### config.mk
export PLATFORM = sky130hd
export DESIGN_NAME = ebml_element_header_parser_unit_flat
export DESIGN_NICKNAME = d
export VERILOG_FILES = /design/src/rtl/ehp_pkg.sv /design/src/rtl/ehp_if.sv /design/src/rtl/ebml_element_header_parser_unit.sv /design/src/flat_wrapper.sv
export SDC_FILE = /design/constraint.sdc
export NUM_CORES = 1
export LEC_CHECK = 0
export BUFFER_PORTS_ARGS = -buffer_cell sky130_fd_sc_hd__buf_2
export CAP_MARGIN = 10
export CORE_ASPECT_RATIO = 0.6
export CORE_UTILIZATION = 60
export CTS_BUF_LIST = sky130_fd_sc_hd__clkbuf_4
export CTS_CLUSTER_SIZE = 24
export DETAILED_ROUTE_END_ITERATION = 6
export PLACE_DENSITY = 0.9
export SKIP_CTS_REPAIR_TIMING = 1
export SLEW_MARGIN = 10
export SYNTH_ARGS = -nofsm -noshare
export SYNTH_HDL_FRONTEND = slang
export SYNTH_SLANG_ARGS = --single-unit
### constraint.sdc
create_clock -name clk -period 15.9 [get_ports clk]
set_input_delay 0 -clock clk [delete_from_list [all_inputs] [get_ports clk]]
set_output_delay 0 -clock clk [all_outputs]
set_load 0.05 [all_outputs]
### src/rtl/ehp_pkg.sv
// Shared types, constants and decode functions for the EBML element header parser.
package ehp_pkg;

  localparam int DATA_W      = 8;
  localparam int ID_W        = 64;
  localparam int SIZE_W      = 56;
  localparam int LEN_W       = 4;
  localparam int CFG_DATA_W  = 4;
  localparam int CFG_INDEX_W = 1;

  localparam logic [CFG_INDEX_W-1:0] CFG_MAX_ID_BYTES   = 1'b0;
  localparam logic [CFG_INDEX_W-1:0] CFG_MAX_SIZE_BYTES = 1'b1;

  localparam logic [CFG_DATA_W-1:0] MAX_ID_BYTES_RST   = 4'd4;
  localparam logic [CFG_DATA_W-1:0] MAX_SIZE_BYTES_RST = 4'd8;

  localparam logic [DATA_W-1:0] LEAD_MARK = 8'h80;

  typedef logic [DATA_W-1:0] byte_t;
  typedef logic [ID_W-1:0]   id_t;
  typedef logic [SIZE_W-1:0] size_t;
  typedef logic [LEN_W-1:0]  len_t;

  typedef enum logic [2:0] {
    ST_OK           = 3'd0,
    ST_ZERO_LEAD    = 3'd1,
    ST_ID_TOO_LONG  = 3'd2,
    ST_ID_RESERVED  = 3'd3,
    ST_SIZE_TOO_LONG = 3'd4,
    ST_UNKNOWN_SIZE = 3'd5
  } status_t;

  // vint length from the first byte: one plus its leading zero count, at most 8
  function automatic len_t lead_length(input byte_t b);
    len_t len;
    casez (b)
      8'b1???????: len = 4'd1;
      8'b01??????: len = 4'd2;
      8'b001?????: len = 4'd3;
      8'b0001????: len = 4'd4;
      8'b00001???: len = 4'd5;
      8'b000001??: len = 4'd6;
      8'b0000001?: len = 4'd7;
      default:     len = 4'd8;
    endcase
    return len;
  endfunction

  // all-ones mask over the 7*len value bits of a vint
  function automatic size_t value_ones(input len_t len);
    size_t m;
    case (len)
      4'd1:    m = size_t'({7{1'b1}});
      4'd2:    m = size_t'({14{1'b1}});
      4'd3:    m = size_t'({21{1'b1}});
      4'd4:    m = size_t'({28{1'b1}});
      4'd5:    m = size_t'({35{1'b1}});
      4'd6:    m = size_t'({42{1'b1}});
      4'd7:    m = size_t'({49{1'b1}});
      4'd8:    m = {SIZE_W{1'b1}};
      default: m = '0;
    endcase
    return m;
  endfunction

endpackage

### src/rtl/ehp_if.sv
// Valid/ready channel interfaces for header bytes in and parsed headers out.
interface ehp_in_if;
  logic             valid;
  logic             ready;
  ehp_pkg::byte_t   data_byte;
  logic             restart;

  modport source (output valid, output data_byte, output restart, input ready);
  modport sink   (input valid, input data_byte, input restart, output ready);
endinterface

interface ehp_out_if;
  logic             valid;
  logic             ready;
  ehp_pkg::id_t     element_id;
  ehp_pkg::size_t   element_size;
  ehp_pkg::len_t    id_length;
  ehp_pkg::status_t status;

  modport source (output valid, output element_id, output element_size,
                  output id_length, output status, input ready);
  modport sink   (input valid, input element_id, input element_size,
                  input id_length, input status, output ready);
endinterface

### src/rtl/ebml_element_header_parser_unit.sv
// EBML element header parser: one byte per transfer, ID and data size vints decoded.
// Output: a result appears in the output register in the cycle after the byte that completes
// or fails a header is transferred.
// Throughput: one byte per cycle; the input stalls only while a result waits in the
// output register and the sink is not ready.
// Reset: synchronous; limits return to 4 and 8, parser state clears, output empties.
module ebml_element_header_parser_unit (
  input  logic                              clk,
  input  logic                              rst,
  input  logic                              cfg_we,
  input  logic [ehp_pkg::CFG_INDEX_W-1:0]   cfg_index,
  input  logic [ehp_pkg::CFG_DATA_W-1:0]    cfg_data,
  ehp_in_if.sink                            in_ch,
  ehp_out_if.source                         out_ch
);
  import ehp_pkg::*;

  logic [CFG_DATA_W-1:0] max_id_bytes;
  logic [CFG_DATA_W-1:0] max_size_bytes;

  logic       in_size_field, in_size_field_next;
  logic [2:0] bytes_left, bytes_left_next;
  len_t       field_length, field_length_next;
  id_t        acc, acc_next;
  id_t        held_id, held_id_next;
  len_t       held_id_length, held_id_length_next;

  logic       out_valid;
  logic       accept;

  logic       cur_in_size;
  logic [2:0] cur_left;
  len_t       cur_len;
  id_t        cur_acc;
  byte_t      b;
  len_t       lead;
  logic       finish;
  id_t        fin_acc;
  len_t       fin_len;
  size_t      mask;
  size_t      id_val;

  logic       emit;
  id_t        res_id;
  size_t      res_size;
  len_t       res_len;
  status_t    res_status;

  always_ff @(posedge clk) begin
    if (rst) begin
      max_id_bytes   <= MAX_ID_BYTES_RST;
      max_size_bytes <= MAX_SIZE_BYTES_RST;
    end else if (cfg_we) begin
      case (cfg_index)
        CFG_MAX_ID_BYTES:   max_id_bytes   <= cfg_data;
        CFG_MAX_SIZE_BYTES: max_size_bytes <= cfg_data;
        default: ;
      endcase
    end
  end

  assign in_ch.ready = !out_valid || out_ch.ready;
  assign accept      = in_ch.valid && in_ch.ready;
  assign b           = in_ch.data_byte;
  assign lead        = lead_length(b);

  always_comb begin
    cur_in_size = in_size_field && !in_ch.restart;
    cur_left    = in_ch.restart ? 3'd0 : bytes_left;
    cur_len     = in_ch.restart ? '0 : field_length;
    cur_acc     = in_ch.restart ? '0 : acc;

    in_size_field_next  = cur_in_size;
    bytes_left_next     = cur_left;
    field_length_next   = cur_len;
    acc_next            = cur_acc;
    held_id_next        = held_id;
    held_id_length_next = held_id_length;

    emit       = 1'b0;
    res_id     = '0;
    res_size   = '0;
    res_len    = '0;
    res_status = ST_OK;
    finish     = 1'b0;
    fin_acc    = cur_acc;
    fin_len    = cur_len;

    if (cur_left != 3'd0) begin
      fin_acc         = {cur_acc[ID_W-DATA_W-1:0], b};
      acc_next        = fin_acc;
      bytes_left_next = cur_left - 3'd1;
      finish          = (cur_left == 3'd1);
    end else if (b == '0) begin
      emit       = 1'b1;
      res_status = ST_ZERO_LEAD;
      if (cur_in_size) begin
        res_id  = held_id;
        res_len = held_id_length;
      end
    end else if (!cur_in_size) begin
      if (lead > max_id_bytes) begin
        emit       = 1'b1;
        res_status = ST_ID_TOO_LONG;
        res_len    = lead;
      end else begin
        fin_acc           = {{(ID_W-DATA_W){1'b0}}, b};
        fin_len           = lead;
        acc_next          = fin_acc;
        field_length_next = lead;
        bytes_left_next   = lead[2:0] - 3'd1;
        finish            = (lead == 4'd1);
      end
    end else begin
      if (lead > max_size_bytes) begin
        emit       = 1'b1;
        res_status = ST_SIZE_TOO_LONG;
        res_id     = held_id;
        res_len    = held_id_length;
      end else begin
        fin_acc           = {{(ID_W-DATA_W){1'b0}}, b ^ (LEAD_MARK >> (lead - 4'd1))};
        fin_len           = lead;
        acc_next          = fin_acc;
        field_length_next = lead;
        bytes_left_next   = lead[2:0] - 3'd1;
        finish            = (lead == 4'd1);
      end
    end

    mask   = value_ones(fin_len);
    id_val = fin_acc[SIZE_W-1:0] & mask;

    if (finish) begin
      if (!cur_in_size) begin
        if (id_val == '0 || id_val == mask) begin
          emit       = 1'b1;
          res_status = ST_ID_RESERVED;
          res_id     = fin_acc;
          res_len    = fin_len;
        end else begin
          held_id_next        = fin_acc;
          held_id_length_next = fin_len;
          in_size_field_next  = 1'b1;
          bytes_left_next     = 3'd0;
          field_length_next   = '0;
          acc_next            = '0;
        end
      end else begin
        emit       = 1'b1;
        res_id     = held_id;
        res_len    = held_id_length;
        res_size   = fin_acc[SIZE_W-1:0];
        res_status = (fin_acc == {{(ID_W-SIZE_W){1'b0}}, mask}) ? ST_UNKNOWN_SIZE : ST_OK;
      end
    end

    if (emit) begin
      in_size_field_next = 1'b0;
      bytes_left_next    = 3'd0;
      field_length_next  = '0;
      acc_next           = '0;
    end
  end

  always_ff @(posedge clk) begin
    if (rst) begin
      in_size_field  <= 1'b0;
      bytes_left     <= 3'd0;
      field_length   <= '0;
      acc            <= '0;
      held_id        <= '0;
      held_id_length <= '0;
    end else if (accept) begin
      in_size_field  <= in_size_field_next;
      bytes_left     <= bytes_left_next;
      field_length   <= field_length_next;
      acc            <= acc_next;
      held_id        <= held_id_next;
      held_id_length <= held_id_length_next;
    end
  end

  always_ff @(posedge clk) begin
    if (rst) begin
      out_valid <= 1'b0;
    end else if (in_ch.ready) begin
      out_valid <= accept && emit;
    end
  end

  always_ff @(posedge clk) begin
    if (accept && emit) begin
      out_ch.element_id   <= res_id;
      out_ch.element_size <= res_size;
      out_ch.id_length    <= res_len;
      out_ch.status       <= res_status;
    end
  end

  assign out_ch.valid = out_valid;

endmodule

### src/flat_wrapper.sv
// flat-port wrapper written by rule: the top's interface ports become plain ports
module ebml_element_header_parser_unit_flat import ehp_pkg::*;
  (clk, rst, cfg_we, cfg_index, cfg_data, in_ch_valid, in_ch_data_byte, in_ch_restart, in_ch_ready, out_ch_valid, out_ch_element_id, out_ch_element_size, out_ch_id_length, out_ch_status, out_ch_ready);
  ehp_in_if in_ch_i ();
  ehp_out_if out_ch_i ();
  input  logic clk;
  input  logic rst;
  input  logic cfg_we;
  input  logic [ehp_pkg::CFG_INDEX_W-1:0] cfg_index;
  input  logic [ehp_pkg::CFG_DATA_W-1:0] cfg_data;
  input wire logic [$bits(in_ch_i.valid)-1:0] in_ch_valid;
  input wire logic [$bits(in_ch_i.data_byte)-1:0] in_ch_data_byte;
  input wire logic [$bits(in_ch_i.restart)-1:0] in_ch_restart;
  output wire logic [$bits(in_ch_i.ready)-1:0] in_ch_ready;
  output wire logic [$bits(out_ch_i.valid)-1:0] out_ch_valid;
  output wire logic [$bits(out_ch_i.element_id)-1:0] out_ch_element_id;
  output wire logic [$bits(out_ch_i.element_size)-1:0] out_ch_element_size;
  output wire logic [$bits(out_ch_i.id_length)-1:0] out_ch_id_length;
  output wire logic [$bits(out_ch_i.status)-1:0] out_ch_status;
  input wire logic [$bits(out_ch_i.ready)-1:0] out_ch_ready;
  assign in_ch_i.valid = in_ch_valid;
  assign in_ch_i.data_byte = in_ch_data_byte;
  assign in_ch_i.restart = in_ch_restart;
  assign in_ch_ready = in_ch_i.ready;
  assign out_ch_valid = out_ch_i.valid;
  assign out_ch_element_id = out_ch_i.element_id;
  assign out_ch_element_size = out_ch_i.element_size;
  assign out_ch_id_length = out_ch_i.id_length;
  assign out_ch_status = out_ch_i.status;
  assign out_ch_i.ready = out_ch_ready;
  ebml_element_header_parser_unit u_core (.clk(clk), .rst(rst), .cfg_we(cfg_we), .cfg_index(cfg_index), .cfg_data(cfg_data), .in_ch(in_ch_i), .out_ch(out_ch_i));
endmodule
==> results.md, run 1 <==
- Top post-synthesis cells by area: edfxtp_1, dfxtp_1, ha_1
- Outcome: finished, violations left
- Iter 0 DRT Violations: 1,616
- Slew HR: 29.4%
- CTS Sinks: 276
- Placed wire-length estimate: 25.8 mm
- Fin cells: 1,852
- Async S/R FF share, synth: 0%
- Placed inst area: 0.0147 sq mm
- Initial antenna violation count: 1
- Overall Global Routing Usage: 33.0%
- Total vias in the final route: 11.7k
- Gpl congestion: 1.00
- Worst path depth: 18
- Hold Fails Final Rpt: 1
- Fin crit share: 44.2%
- Power per Cell Area: 117 mW/mm^2
- Cell depth of the worst flop-to-flop path: 15
- DR pass1 iterations: 7
- P&R area growth vs syn: 14.6%
- Skew final: 0.0511 ns
- CP startpoint: in_ch_restart
- Placed cells: 1,712
- CP Launch Type: primary input
- Final WL: 39.1 mm
- Post-synthesis cell type count: 82
- Setup crit end kind: flop
- R2R setup slack: 9.34 ns
- Wirelength per Cell: 21.1 um
- Worst-path clk slew: 0.06 ns
- Minimum clock period: 7.03 ns
- Setup TNS: 0 ns
- YS warnings: 0
- Final setup fails: 0
- Post-Syn Instances: 1,324
- Slew Limit Fails: 0
- Setup CP Type: primary input to flop
- Worst r2r dst: u_core.out_ch.element_id[12]
- Number of global-route vias before repair: 10.7k
- Proportion of layout cells with a drive suffix above 1: 19.9%
- Max Fanout on Critical Path: 78
- CP most frequent cell: ha_1
- Max Buffers Root-to-Sink: 3
- Die area: 0.0236 sq mm
- IO buf count: 147
- Predominant post-synthesis flop cell: dfxtp_1
- First-pass GRT wire length: 60.1 mm
- Post-layout net count: 1,640
- Total gr overflow: 0
- TritonCTS clock tree: done
- Worst-Margin Slew: 1.06 ns
- CP Capture Point: u_core.out_ch.element_id[12]
- Peak supply drop: 0.0867 mV
- Synth Net Count: 1,471
- Core Rows: 42
- Syn Area/Cell: 10.4 sq um
- Post-synth EDFFs: 127
- Vias per cell: 6.32
- Reg2reg start: u_core.bytes_left[1]
- Cell Area, Synth: 0.0138 sq mm
- RSZ-0062 raised after global routing: no
- Initial Util: 61.7%
- Hold Path Class: primary input to flop
- Post-route cell area: 0.0158 sq mm
- Die W: 197 um
- Final WS setup: 8.87 ns
- H-tree depth: 2
- Seq/Total Area, Yosys: 49.4%
- Register bit total from synthesis: 276
- CP Data Required Time: 16.24 ns
- CP max-delay cell: buf_4
- Later-pin clock latency in the skew report: 0.74 ns
- Chip Height: 119 um
- Max Fclk: 142 MHz
- Fin Hold WS: -0.00293 ns
- ANT nets after route: 0
- Largest net degree at the start of global routing: 88
- Largest area contributor in the netlist: edfxtp_1
- Num CTS Buffers: 61
- Synth top area share: 27.7%
- Crit path DAT: 7.37 ns
- CORE AREA: 0.0223 sq mm
- Biggest cell delay along the critical path: 0.76 ns
- Critical Path, Cell by Cell: dlygate4sd3_1, buf_2, inv_1, nand2_1, ha_1, ha_1, inv_2, or3_1, o21ai_0, o311a_1, inv_1, ha_1, nor4_1, nand4_1, nor4_1, o31ai_1, a21oi_4, buf_4
- Lkg Pwr: 6.46 nW
- DRC violations left: 14
- CP Buf/Inv Count: 6
- Failing checks: design-rule violations, negative hold slack
- DP Worst Slack: 9.00 ns
- I/O pins: 148
- Clock Tree Root: clkbuf_4
- Cell family with most CP delay: buffers and inverters
- Max-cap violations: 0
## worst min-delay path, delay by kind of cell
family	cells	cell delay (ns)
compound gates	3	0.54
buf+inv	1	0.13
## worst min-delay path by stage
stage          cells after the start  slack (ns)                     end          startpoint
2_1_floorplan                      1        0.12  u_core.max_id_bytes[2]         cfg_data[2]
3_3_place_gp                       2        0.24  u_core.max_id_bytes[2]         cfg_data[2]
6_report                           4      -0.003       u_core.held_id[6]  in_ch_data_byte[6]
3_5_place_dp                       2        0.27  u_core.max_id_bytes[2]         cfg_data[2]
4_1_cts                            3       -0.50  u_core.max_id_bytes[3]         cfg_data[3]
5_1_grt                            4        0.02           u_core.acc[6]  in_ch_data_byte[6]
## metal layers
| metal | up-vias | GRT usage (%) | wire [um] |
|---|---|---|---|
| met5 | - | 0 | 0 |
| met1 | 5597 | 50.9 | 17300 |
| met2 | 742 | 44.9 | 16100 |
| met4 | 0 | 9.16 | 740 |
| met3 | 81 | 8.61 | 4980 |
| li1 | 5281 | - | - |
## registers in the layout (all words and copies together), names as in the netlist
signal,count
u_core.acc,64
u_core.held_id_length,4
u_core.out_ch.element_size,56
u_core.out_ch.status,3
u_core.held_id,64
u_core.out_ch.element_id,64
u_core.max_id_bytes,4
u_core.out_ch.id_length,4
u_core.field_length,4
u_core.in_size_field,1
u_core.max_size_bytes,4
u_core.bytes_left,3
u_core.out_ch.valid,1
## logic make-up after synthesis
logic type | share of synthesized area [%]
fa+ha+maj | 11.6
xor+xnor | 0.182
compound gates | 19.1
flops | 49.4
mux | 1.12
buf+inv | 4.81
simple gates | 13.7
## power by group
| group | switching, mW | internal, mW | leakage [nW] |
|---|---|---|---|
| logic | 0.339 | 0.112 | 3.61 |
| clock network | 0.280 | 0.281 | 0.487 |
| registers | 0.0264 | 0.809 | 2.37 |
| total | 0.645 | 1.20 | 6.46 |
## layout by cell type, fill, tap and decap left out, drive strengths merged, types with 3 or more instances in the layout
| master | instances |
|---|---|
| dlygate4sd3 | 26 |
| nand2b | 6 |
| o2bb2ai | 49 |
| o21ai | 20 |
| a21oi | 26 |
| nor2 | 214 |
| dfxtp | 149 |
| mux2 | 3 |
| or3 | 7 |
| a32oi | 3 |
| a211o | 6 |
| ha | 128 |
| nor2b | 14 |
| o211a | 4 |
| nand2 | 61 |
| a22oi | 110 |
| a31oi | 4 |
| mux2i | 12 |
| edfxtp | 127 |
| clkbuf | 99 |
| nand3 | 13 |
| o21bai | 3 |
| inv | 73 |
| nor4 | 46 |
| clkinv | 14 |
| a22o | 10 |
| nand4 | 11 |
| nor3 | 12 |
| a21o | 5 |
| and2 | 4 |
| a211oi | 68 |
| buf | 167 |
| o21a | 9 |
## stage by stage
stage	power (mW)	util, %
after floorplan	1.18	-
after global placement	1.27	66.0
after detailed placement	1.28	66.0
after CTS	1.84	69.6
after global routing	1.92	70.7
final	1.85	70.7
## synthesized netlist by cell type (all sizes together), types with 10 or more instances
master   instances
a22oi          110
nor3            12
o2bb2ai         49
a21oi           26
clkbuf          56
ha             128
dfxtp          149
nor2b           14
nand3           13
mux2i           12
a22o            10
nor4            46
nand4           11
nand2           61
o21ai           20
buf             31
inv             73
edfxtp         127
a211oi          68
nor2           214
## final cells by class
class                      instances  area (sq um)
multi-input combinational        888          6350
clock buffer                      99           743
tap                              308           385
inverter                          73           274
antenna                            1          2.50
timing repair buffer             193          1150
fill                            1642          6520
sequential                       276          6800
clock inverter                    14          57.6
Power figures use the tool's default switching activity.
==> run 2, diff against run 1 <==
- clock period: 15.9 -> 6.7 ns (I/O delays scaled with it)
==> run 2 against run 1 <==
  * The run now ends clean
  * Sequential share of layout area down 1.2 points
  * Combinational power up 150%
  * Power up 140%
  * Critical endpoint is now u_core.out_ch.valid
  * Cell count up 2.3%
  * Largest cell class unchanged
  * Utilization up 2.0 points
  * Non-clock buffer count up 41
  * Critical path depth up 3
  * Global-route usage up 0.50 points
  * Clock power up 130%
==> results.md, run 2 (same netlist as run 1, synthesis figures left out) <==
- Outcome: finished clean
- P&R area growth vs syn: 17.8%
- Gate power share: 25.4% (+1.0 points)
- Biggest cell delay along the critical path: 0.58 ns (-0.18 ns)
- Placed wire-length estimate: 27.5 mm (+6.4%)
- Final WS setup: 0.548 ns (-8.32 ns)
- Most frequent cells in the layout: nor2_1, dfxtp_1, buf_2
- Iter 0 DRT Violations: 1,630 (+0.87%)
- I/O pins: 148 (unchanged)
- Critical Path, Cell by Cell: dlygate4sd3_1, buf_2, or3_1, nor2_2, ha_1, and4b_1, a2111oi_2, nor2_1, a21o_1, mux2i_1, a21o_4, nand2_2, ha_1, nor4_1, nand4_1, nor4_2, o31ai_1, o21ai_0, nand2_1, a21oi_1, dlygate4sd3_1
- Slew HR: 40.0% (+11 points)
- NetSw: 1.53 mW (+140%)
- Hold Fails Final Rpt: 0 (-1)
- Skew final: 0.0562 ns (+0.00509 ns)
- Fin crit share: 91.8%
- Setup TNS: 0 ns (unchanged)
- Num CTS Buffers: 61 (unchanged)
- Vias per cell: 6.31 (-0.18%)
- CP Capture Point: u_core.out_ch.valid
- Flop pwr share: 44.8% (-0.4 points)
- DP Worst Slack: 0.727 ns (-8.27 ns)
- Worst r2r dst: u_core.out_ch.valid
- Final setup fails: 0 (unchanged)
- ANT nets after route: 0 (unchanged)
- Cell family with most CP delay: simple AND/OR/NAND/NOR gates
- Setup CP Type: primary input to flop
- Cell depth of the worst flop-to-flop path: 16 (+1)
- Core Rows: 42 (unchanged)
- Hold Path Class: primary input to flop
- Min-delay src: in_ch_data_byte[6]
- Largest net degree at the start of global routing: 79 (-10%)
- Max Buffers Root-to-Sink: 3 (unchanged)
- Proportion of layout cells with a drive suffix above 1: 22.3% (+2.4 points)
- CP Launch Type: primary input
- RSZ-0062 raised after global routing: no
- Chip Height: 119 um (unchanged)
- Worst-Margin Slew: 0.900 ns (-0.160 ns)
- Initial Util: 61.7% (unchanged)
- Die area: 0.0236 sq mm (unchanged)
- CORE AREA: 0.0223 sq mm (unchanged)
- Max-cap violations: 0 (unchanged)
- First-pass GRT wire length: 61.3 mm (+1.9%)
- Setup crit end kind: flop
- Clock Tree Root: clkbuf_4
- Fill cell count: 1,616 (-1.6%)
- CP Data Required Time: 7.33 ns (-8.91 ns)
- Worst path depth: 21 (+3)
- Sw Ratio: 34.7% (-0.18 points)
- Final WL: 39.7 mm (+1.5%)
- Peak supply drop: 0.213 mV (+150%)
- Slew Limit Fails: 0 (unchanged)
- Post-layout net count: 1,681 (+2.5%)
- Later-pin clock latency in the skew report: 0.74 ns (about the same)
- CTS Sinks: 276 (unchanged)
- Reg2reg start: u_core.in_size_field
- Power Internal: 2.88 mW (+140%)
- Fin Hold WS: 0.0412 ns (+0.0441 ns)
- H-tree depth: 2 (unchanged)
- R2R setup slack: 1.09 ns (-8.25 ns)
- IO buf count: 147 (unchanged)
- Number of global-route vias before repair: 11.3k (+5.5%)
- Overall Global Routing Usage: 33.5% (+0.50 points)
- Max Fanout on Critical Path: 14 (-82%)
- Lkg Pwr: 6.68 nW (+3.4%)
- Clock Power Share: 29.7% (-0.7 points)
- Wirelength per Cell: 21.0 um (-0.75%)
- Crit path DAT: 6.78 ns (-0.59 ns)
- Largest registers: u_core.acc x64, u_core.held_id x64, u_core.out_ch.element_id x64
- Most common cell after layout, fill and taps aside: nor2_1
- CP max-delay cell: or3_1
- Worst-path clk slew: 0.08 ns (+0.02 ns)
- Initial antenna violation count: 1 (unchanged)
- DRC violations left: 0 (-14)
- Minimum clock period: 6.15 ns
- DR pass1 iterations: 6 (-1)
- TritonCTS clock tree: done
- CP Buf/Inv Count: 3 (-3)
- Die W: 197 um (unchanged)
- Total gr overflow: 0 (unchanged)
- Power per Cell Area: 273 mW/mm^2 (+130%)
- Gpl congestion: 0.996 (-0.53%)
- Total vias in the final route: 11.9k (+2.1%)
- CP startpoint: in_ch_data_byte[7]
- Max Fclk: 163 MHz
## run 2: final cells by class
type	instances	area [sq um]	share of cell area [%]
Multi-Input combinational cell	888	6380	39.4
Timing Repair Buffer	234	1570	9.68
Sequential cell	276	6800	41.9
Tap cell	308	385	2.38
Inverter	73	274	1.69
Clock buffer	97	728	4.49
Antenna cell	1	2.50	0.0154
Clock inverter	17	66.3	0.409
## run 2: power by group through the flow
stage / clock [mW] / sequential (mW) / combinational, mW
after global routing: 1.42 / 1.99 / 1.19
after global placement: 0 / 2.01 / 1.06
after floorplan: 0 / 2.29 / 0.487
after detailed placement: 0 / 2.01 / 1.08
final: 1.31 / 1.98 / 1.12
after CTS: 1.33 / 1.98 / 1.09
## run 2: worst register-to-register path, stage by stage (launching register included)
cell and delay (ns):
dfxtp_1 0.48, nor2b_1 0.47, nor2_1 0.12, nor2_1 0.31, a21o_1 0.50, mux2i_1 0.42, a21o_4 0.21, nand2_2 0.24
ha_1 0.31, nor4_1 0.55, nand4_1 0.25, nor4_2 0.48, o31ai_1 0.18, o21ai_0 0.19, nand2_1 0.10, a21oi_1 0.17
dlygate4sd3_1 0.58
## run 2: through the flow
stage / util, % / power [mW] / std cells / cell area, sq um
detailed placement: 68.0 / 3.10 / 1753 / 15100
global placement: 68.0 / 3.07 / 1753 / 15100
finish: 72.7 / 4.42 / 1894 / 16200
global route: 72.7 / 4.60 / 1894 / 16200
CTS: 71.6 / 4.40 / 1867 / 15900
floorplan: - / 2.78 / 1324 / 13800
## run 2: layer usage
layer	GRT usage (%)	up-vias	wire [um]
li1	-	5354	-
met1	49.6	5728	17200
met2	47.4	808	16800
met3	10.1	55	5300
met4	8.53	0	439
met5	0	-	0
## run 2: worst min path at each step
stage | cells past startpoint | to
2_1_floorplan | 1 | u_core.max_id_bytes[2]
3_3_place_gp | 2 | u_core.max_id_bytes[2]
3_5_place_dp | 2 | u_core.max_id_bytes[2]
4_1_cts | 2 | u_core.max_id_bytes[2]
5_1_grt | 4 | u_core.held_id[6]
6_report | 6 | u_core.bytes_left[0]
